<file path="src/design/smooth_position_tracker_unit_assert.svh">
// Assertion macros for the smooth position tracker.
// Taken in by the top level; needs nothing else.
`ifndef SMOOTH_POSITION_TRACKER_UNIT_ASSERT_SVH
`define SMOOTH_POSITION_TRACKER_UNIT_ASSERT_SVH

// Antecedent implies consequent in the same cycle.
`define SPT_ASSERT_SAME(label, clk, rst_n, ante, cons, msg) \
  label: assert property (@(posedge clk) disable iff (!rst_n) (ante) |-> (cons)) \
    else $error(msg);

// Antecedent implies consequent in the next cycle.
`define SPT_ASSERT_NEXT(label, clk, rst_n, ante, cons, msg) \
  label: assert property (@(posedge clk) disable iff (!rst_n) (ante) |=> (cons)) \
    else $error(msg);

`endif

</file>
<file path="src/design/spt_pkg.sv">
// Shared types and constants for the smooth position tracker.
// No dependencies; used by spt_datapath, the top level and the testbench.
`default_nettype none

package spt_pkg;

  localparam int FRACTION_BITS_DEF = 8;

  localparam int CMD_W   = 2;
  localparam int GOAL_W  = 12;
  localparam int POS_W   = 20;
  localparam int LIMIT_W = 13;
  localparam int GAIN_W  = 8;
  localparam int VEL_W   = 14;

  localparam int CFG_ADDR_W = 2;
  localparam int CFG_DATA_W = LIMIT_W;

  localparam int IN_DATA_W  = 32;
  localparam int OUT_DATA_W = 24;

  localparam logic [CFG_ADDR_W-1:0] REG_SPEED_LIMIT  = 2'd0;
  localparam logic [CFG_ADDR_W-1:0] REG_SPRING_GAIN  = 2'd1;
  localparam logic [CFG_ADDR_W-1:0] REG_DAMPING_GAIN = 2'd2;

  localparam logic [LIMIT_W-1:0] SPEED_LIMIT_RST  = 13'd3072;
  localparam logic [GAIN_W-1:0]  SPRING_GAIN_RST  = 8'd77;
  localparam logic [GAIN_W-1:0]  DAMPING_GAIN_RST = 8'd102;

  // Codes 2 and 3 pass the position through.
  typedef enum logic [CMD_W-1:0] {
    CMD_SLOW   = 2'd0,
    CMD_SPRING = 2'd1
  } cmd_t;

  typedef struct packed {
    logic [LIMIT_W-1:0] speed_limit;
    logic [GAIN_W-1:0]  spring_gain;
    logic [GAIN_W-1:0]  damping_gain;
  } spt_cfg_t;

endpackage

`default_nettype wire

</file>
<file path="src/design/spt_datapath.sv">
// One-frame position update: slow approach, spring step or pass through.
// Purely combinational; depends on spt_pkg.
`default_nettype none

module spt_datapath import spt_pkg::*; #(
  parameter int FRACTION_BITS = FRACTION_BITS_DEF
) (
  input  wire logic [CMD_W-1:0]        cmd,
  input  wire logic signed [GOAL_W-1:0] goal,
  input  wire logic signed [POS_W-1:0] pos,
  input  wire logic signed [VEL_W-1:0] vel,
  input  wire spt_cfg_t                cfg,
  output logic signed [POS_W-1:0]      pos_nxt,
  output logic signed [VEL_W-1:0]      vel_nxt,
  output logic                         settled
);

  localparam int GFW = GOAL_W + FRACTION_BITS;
  localparam int EW  = ((GFW > POS_W) ? GFW : POS_W) + 1;
  localparam int PW  = EW + GAIN_W + 1;
  localparam int VPW = VEL_W + GAIN_W + 1;
  localparam int AW  = ((PW > VPW) ? PW : VPW) + 1;
  localparam int SW  = VEL_W + 4;

  localparam logic signed [EW:0] POS_HI = (EW+1)'((64'sd1 <<< (POS_W-1)) - 64'sd1);
  localparam logic signed [EW:0] POS_LO = -((EW+1)'(64'sd1 <<< (POS_W-1)));
  localparam logic [EW-1:0] ONE_E = EW'(1) << FRACTION_BITS;
  localparam logic [SW-1:0] ONE_S = SW'(1) << FRACTION_BITS;

  function automatic logic signed [POS_W-1:0] sat_pos(input logic signed [EW:0] v);
    if (v > POS_HI) begin
      return POS_HI[POS_W-1:0];
    end else if (v < POS_LO) begin
      return POS_LO[POS_W-1:0];
    end
    return v[POS_W-1:0];
  endfunction

  logic signed [EW-1:0]  goal_ext;
  logic signed [EW-1:0]  goal_fx;
  logic signed [EW-1:0]  pos_ext;
  logic signed [EW-1:0]  err;
  logic [EW-1:0]         err_abs;
  logic signed [EW-1:0]  lim_e;
  logic signed [EW-1:0]  quarter;
  logic signed [EW-1:0]  step;
  logic signed [POS_W-1:0] snap_pos;
  logic signed [AW-1:0]  prod_err;
  logic signed [AW-1:0]  prod_vel;
  logic signed [AW-1:0]  diff;
  logic signed [AW-1:0]  acc;
  logic signed [AW-1:0]  vel_sum;
  logic signed [AW-1:0]  lim_a;
  logic signed [VEL_W-1:0] vel_c;
  logic [VEL_W-1:0]      vel_abs;
  logic [SW-1:0]         vel_x10;

  assign goal_ext = EW'(goal);
  assign goal_fx  = goal_ext <<< FRACTION_BITS;
  assign pos_ext  = EW'(pos);
  assign err      = goal_fx - pos_ext;
  assign err_abs  = err[EW-1] ? EW'(-err) : EW'(err);
  assign lim_e    = EW'($signed({1'b0, cfg.speed_limit}));
  assign lim_a    = AW'($signed({1'b0, cfg.speed_limit}));
  assign snap_pos = sat_pos((EW+1)'(goal_fx));

  // Slow approach: quarter of the error, rounded toward zero, then limited.
  assign quarter = (err + (err[EW-1] ? EW'(3) : EW'(0))) >>> 2;
  assign step    = (quarter > lim_e) ? lim_e : ((quarter < -lim_e) ? -lim_e : quarter);

  // Spring: gain products in Q0.8, divided by 256 toward zero.
  assign prod_err = AW'(err) * AW'($signed({1'b0, cfg.spring_gain}));
  assign prod_vel = AW'(vel) * AW'($signed({1'b0, cfg.damping_gain}));
  assign diff     = prod_err - prod_vel;
  assign acc      = (diff + (diff[AW-1] ? AW'(255) : AW'(0))) >>> 8;
  assign vel_sum  = AW'(vel) + acc;
  assign vel_c    = (vel_sum > lim_a) ? VEL_W'(lim_a) :
                    ((vel_sum < -lim_a) ? VEL_W'(-lim_a) : VEL_W'(vel_sum));
  assign vel_abs  = vel_c[VEL_W-1] ? VEL_W'(-vel_c) : VEL_W'(vel_c);
  assign vel_x10  = (SW'(vel_abs) << 3) + (SW'(vel_abs) << 1);

  always_comb begin
    pos_nxt = pos;
    vel_nxt = vel;
    case (cmd)
      CMD_SLOW: begin
        if (err_abs > ONE_E) begin
          pos_nxt = sat_pos((EW+1)'(pos_ext) + (EW+1)'(step));
        end else begin
          pos_nxt = snap_pos;
        end
      end
      CMD_SPRING: begin
        if ((err_abs < ONE_E) && (vel_x10 < ONE_S)) begin
          pos_nxt = snap_pos;
          vel_nxt = '0;
        end else begin
          pos_nxt = sat_pos((EW+1)'(pos_ext) + (EW+1)'(vel_c));
          vel_nxt = vel_c;
        end
      end
      default: begin
        pos_nxt = pos;
        vel_nxt = vel;
      end
    endcase
  end

  assign settled = (EW'(pos_nxt) == goal_fx);

endmodule

`default_nettype wire

</file>
<file path="src/design/smooth_position_tracker_unit.sv">
// A request enters the input stage; its result is registered as that stage advances.
// Throughput: one request per cycle; the input stage advances whenever the result
// register is empty or being taken, and the spring velocity register closes a loop
// through the datapath so each request sees the previous update.
// Reset (rst_n low, synchronous): both stages empty, velocity zero, config registers
// back to speed limit 12.0, stiffness 0.3 and damping 0.4.
`default_nettype none
`include "smooth_position_tracker_unit_assert.svh"

module smooth_position_tracker_unit import spt_pkg::*; #(
  parameter int FRACTION_BITS = FRACTION_BITS_DEF
) (
  input  wire logic                  clk,
  input  wire logic                  rst_n,
  input  wire logic                  in_tvalid,
  output logic                       in_tready,
  input  wire logic [IN_DATA_W-1:0]  in_tdata,   // goal [11:0], position_in [31:12]
  input  wire logic [CMD_W-1:0]      in_tuser,   // command [1:0]
  output logic                       out_tvalid,
  input  wire logic                  out_tready,
  output logic [OUT_DATA_W-1:0]      out_tdata,  // position_out [19:0], zero [23:20]
  output logic [0:0]                 out_tuser,  // settled [0]
  input  wire logic                  cfg_we,
  input  wire logic [CFG_ADDR_W-1:0] cfg_addr,
  input  wire logic [CFG_DATA_W-1:0] cfg_wdata
);

  spt_cfg_t cfg_r, cfg_nxt;

  logic                    s1_valid_r, s1_valid_nxt;
  logic [CMD_W-1:0]        s1_cmd_r;
  logic signed [GOAL_W-1:0] s1_goal_r;
  logic signed [POS_W-1:0] s1_pos_r;

  logic                    out_valid_r, out_valid_nxt;
  logic signed [POS_W-1:0] out_pos_r;
  logic                    out_settled_r;

  logic signed [VEL_W-1:0] vel_r;
  logic signed [VEL_W-1:0] vel_nxt;
  logic signed [POS_W-1:0] pos_nxt;
  logic                    settled_nxt;

  logic advance;
  logic in_fire;

  assign advance   = s1_valid_r && (!out_valid_r || out_tready);
  assign in_tready = !s1_valid_r || advance;
  assign in_fire   = in_tvalid && in_tready;

  always_comb begin
    cfg_nxt = cfg_r;
    if (cfg_we) begin
      case (cfg_addr)
        REG_SPEED_LIMIT:  cfg_nxt.speed_limit  = cfg_wdata;
        REG_SPRING_GAIN:  cfg_nxt.spring_gain  = cfg_wdata[GAIN_W-1:0];
        REG_DAMPING_GAIN: cfg_nxt.damping_gain = cfg_wdata[GAIN_W-1:0];
        default:          cfg_nxt = cfg_r;
      endcase
    end
  end

  always_comb begin
    s1_valid_nxt  = in_fire || (s1_valid_r && !advance);
    out_valid_nxt = advance || (out_valid_r && !out_tready);
  end

  spt_datapath #(
    .FRACTION_BITS(FRACTION_BITS)
  ) u_datapath (
    .cmd     (s1_cmd_r),
    .goal    (s1_goal_r),
    .pos     (s1_pos_r),
    .vel     (vel_r),
    .cfg     (cfg_r),
    .pos_nxt (pos_nxt),
    .vel_nxt (vel_nxt),
    .settled (settled_nxt)
  );

  always_ff @(posedge clk) begin
    if (!rst_n) begin
      cfg_r.speed_limit  <= SPEED_LIMIT_RST;
      cfg_r.spring_gain  <= SPRING_GAIN_RST;
      cfg_r.damping_gain <= DAMPING_GAIN_RST;
      s1_valid_r         <= 1'b0;
      out_valid_r        <= 1'b0;
      vel_r              <= '0;
    end else begin
      cfg_r       <= cfg_nxt;
      s1_valid_r  <= s1_valid_nxt;
      out_valid_r <= out_valid_nxt;
      // commit the velocity only when the request moves on
      if (advance) begin
        vel_r <= vel_nxt;
      end
    end
  end

  always_ff @(posedge clk) begin
    if (in_fire) begin
      s1_cmd_r  <= in_tuser;
      s1_goal_r <= in_tdata[GOAL_W-1:0];
      s1_pos_r  <= in_tdata[GOAL_W+POS_W-1:GOAL_W];
    end
    if (advance) begin
      out_pos_r     <= pos_nxt;
      out_settled_r <= settled_nxt;
    end
  end

  assign out_tvalid = out_valid_r;
  assign out_tdata  = {{(OUT_DATA_W-POS_W){1'b0}}, out_pos_r};
  assign out_tuser  = out_settled_r;

  `SPT_ASSERT_NEXT(a_vel_hold, clk, rst_n, !advance, vel_r == $past(vel_r), "velocity changed without a request moving on")
  `SPT_ASSERT_NEXT(a_vel_limit, clk, rst_n, advance && (s1_cmd_r == CMD_SPRING), ($signed({1'b0, vel_r[VEL_W-1] ? VEL_W'(-vel_r) : VEL_W'(vel_r)}) <= $signed({2'b0, cfg_r.speed_limit})), "spring velocity beyond speed limit")
  `SPT_ASSERT_SAME(a_stall_cause, clk, rst_n, !in_tready, s1_valid_r && out_valid_r && !out_tready, "input stalled while the pipeline can move")

endmodule

`default_nettype wire

</file>
<file path="config.mk">
export PLATFORM = sky130hd
export DESIGN_NAME = smooth_position_tracker_unit
export DESIGN_NICKNAME = d
export VERILOG_FILES = /design/src/design/spt_pkg.sv /design/src/design/spt_datapath.sv /design/src/design/smooth_position_tracker_unit.sv
export VERILOG_INCLUDE_DIRS = /design/src /design/src/design
export SDC_FILE = /design/constraint.sdc
export NUM_CORES = 1
export LEC_CHECK = 0
export BUFFER_PORTS_ARGS = -buffer_cell sky130_fd_sc_hd__buf_2
export CAP_MARGIN = 20
export CORE_ASPECT_RATIO = 1.1
export CORE_MARGIN = 1.5
export CORE_UTILIZATION = 25
export CTS_BUF_LIST = sky130_fd_sc_hd__clkbuf_4 sky130_fd_sc_hd__clkbuf_8
export DETAILED_ROUTE_END_ITERATION = 10
export SYNTH_ARGS = -nofsm -noshare
export SYNTH_HDL_FRONTEND = slang
export SYNTH_SLANG_ARGS = --single-unit
</file>
<file path="constraint.sdc">
create_clock -name clk -period 25.9 [get_ports clk]
set_input_delay 2.59 -clock clk [delete_from_list [all_inputs] [get_ports clk]]
set_output_delay 2.59 -clock clk [all_outputs]
set_load 0.03 [all_outputs]
</file>
==> flow_summary.yaml <==
detailed_routing:
  vias: 21600
  dr.pass1.iters: 9
  drcViolationCount: 6
  via_per_inst: 4.96
  wire_per_inst_um: 17.8
  drtIter0Drc: 1572
  wirelength_um: 77500
  ant_nets: 0
setup_path:
  crit_slowest_cell: "xor2_1"
  slowest_delay_ns: 0.85
  cp.required_ns: 26.21
  endpoint_kind: "flop"
  worstPathArrival_ns: 22.30
  critPathKind: "reg -> reg"
  reg2regPathDepth: 84
  crit_top_cell: "a21oi_1"
  cp-start-kind: "flop"
  worstPathMaxFanout: 20
floorplanning:
  die_h_um: 332
  start_util_pct: 25.2
  core_um2: 97400
  die-area_um2: 100000
  io_pins: 81
  rows: 120
  fp.dieW_um: 302
synth:
  synth-seq-cells: 100
  synthArstFlopShare_pct: 0
  synth_cell_types: 96
  synth-main-ff-cell: "edfxtp_1"
  yosysTopAreaCell: "fa_1"
  seq_area_frac_synth_pct: 10.4
  synth_cells: 3065
  avgSynthCellArea_um2: 8.03
  synth_top_area_share_pct: 18.4
  synth_area_leaders: "fa_1 (18%), ha_1 (15%), edfxtp_1 (6.7%)"
  yosys_warnings: 0
  synthMostInstantiatedCell: "inv_1"
  netlist_area_um2: 24600
  synth_edf_count: 55
  synth_common_cells: "inv_1 (432), ha_1 (298), nand2_1 (283)"
place:
  portBuffers: 76
  post-place-ws_ns: 4.19
  placed_cell_area_um2: 26300
  dp_hpwl_um: 63400
  place_congestion: 0.974
final_layout:
  design_area_um2: 26600
  nNetsFinal: 3651
  final_util_pct: 27.3
  drive_gt1_share_pct: 5.98
  syn2layout_area_growth_pct: 8.04
clock_tree:
  post_cts_buffers: 0
  cts_made_buffers: 9
  cts_htree_levels: 3
  clock_sinks: 100
  clk_pin_slew_ns: 0.13
  cts-root-buf: "clkbuf_8"
  clockBufferDepth: 2
  cts_tree: "built"
  cts_hold_buf: 0
  cts_resized: 0
  clk-insertion-delay-late_ns: 0.45
global_routing:
  grt_use_met1_pct: 19.8
  antenna_found_initial: 0
  first_global_vias: 21400
  grt.busiest_layer: "met2"
  grt_remaining_overflow: 0
  grt_pass1_wl_um: 122000
  grt_use_met2_pct: 26.2
  grt_max_degree: 46
  grt_usage_pct: 15.3
  grtUsageMet3_pct: 1.33
timing:
  layout_min_cycle_time_ns: 21.99
  finalSetupViolCount: 0
  worstMarginPinSlew_ns: 1.16
  fmax_mhz: 45.5
  slew_viol_final: 0
  hold_viol: 0
  fin_tns_setup_ns: 0
  clock-skew-final_ns: 0.0202
  min_period_over_period_pct: 84.9
  rsz0062_at_grt: "false"
  layout_setup_ws_ns: 3.91
  relSlewSlack_pct: 21.7
job:
  max_cap_violations: 0
status:
  violations: "design-rule violations"
  status: "finished, violations left"
hold_path:
  hold_depth: 2
  hold_path.class: "reg -> reg"
==> area by class of cell <==
type,count,area [um^2]
fillers,10500,70900
multi-input cells,2417,19900
flip-flops and latches,100,2550
inverters,437,1640
well taps,1281,1600
repair buffers,108,644
clock buffers,9,124
clock inverters,7,76.3
diodes,1,2.50
==> placed cells by master, fill, tap and decap left out, drive strengths merged, types with 38 or more instances in the layout <==
master,Yosys,layout
inv,434,438
ha,298,298
nand2,283,283
fa,226,226
nor2,180,180
and2,180,180
a21oi,168,168
xnor2,159,159
o21ai,122,122
buf,21,108
nor3,60,60
edfxtp,55,55
xor2,51,51
nand3,49,49
nor2b,48,48
dfxtp,45,45
mux2i,43,43
nand2b,38,38
o21a,38,38
==> per-layer routing <==
layer / share of wire [%] / vias to the layer above / wire, um
li1: - / 10400 / -
met1: 45 / 10600 / 34600
met2: 48 / 529 / 37000
met3: 3.3 / 138 / 2530
met4: 4.4 / 0 / 3380
met5: 0 / - / 0
==> per-stage QoR <==
stage,std cells,hold slack (ns)
detailed placement,4342,0.502
finish,4360,0.521
global route,4359,0.546
CTS,4358,0.520
global placement,4341,0.487
floorplan,3068,0.466
==> worst max-delay path, delay by kind of cell (launching register included) <==
family                   cells  cell delay, ns
XOR/XNOR                     3            1.19
AND/OR/NAND/NOR             13            4.20
buffers and inverters        6            0.75
AO/OA/AOI/OAI               51           10.91
adder cells (fa/ha/maj)     11            4.07
flip-flops                   1            0.69
==> kinds of logic after synthesis <==
group / share of synthesized area (%)
fa+ha+maj: 33.6
compound gates: 17.9
other cells: 0.0152
simple gates: 19.8
buf+inv: 8.72
xor+xnor: 7.51
flops: 10.4
mux: 2.09
==> worst paths after layout <==
check / start / end / slack, ns
worst max-delay path: s1_pos_r[0] / out_tuser / 3.91
worst min-delay path: cfg_r[17] / cfg_r[17] / 0.52
worst max register to register: s1_pos_r[0] / out_tuser / 3.91
worst min register to register: cfg_r[17] / cfg_r[17] / 0.52
==> registers in the layout, summed over array words and instances (netlist names) <==
register    flops
s1_goal_r      12
s1_valid_r      1
cfg_r          29
vel_r          14
out_pos_r      20
out_tvalid      1
s1_pos_r       20
s1_cmd_r        2
out_tuser       1
Power is not shown: default switching activity piles up to over one toggle a cycle in this logic, so the estimate is an artifact.
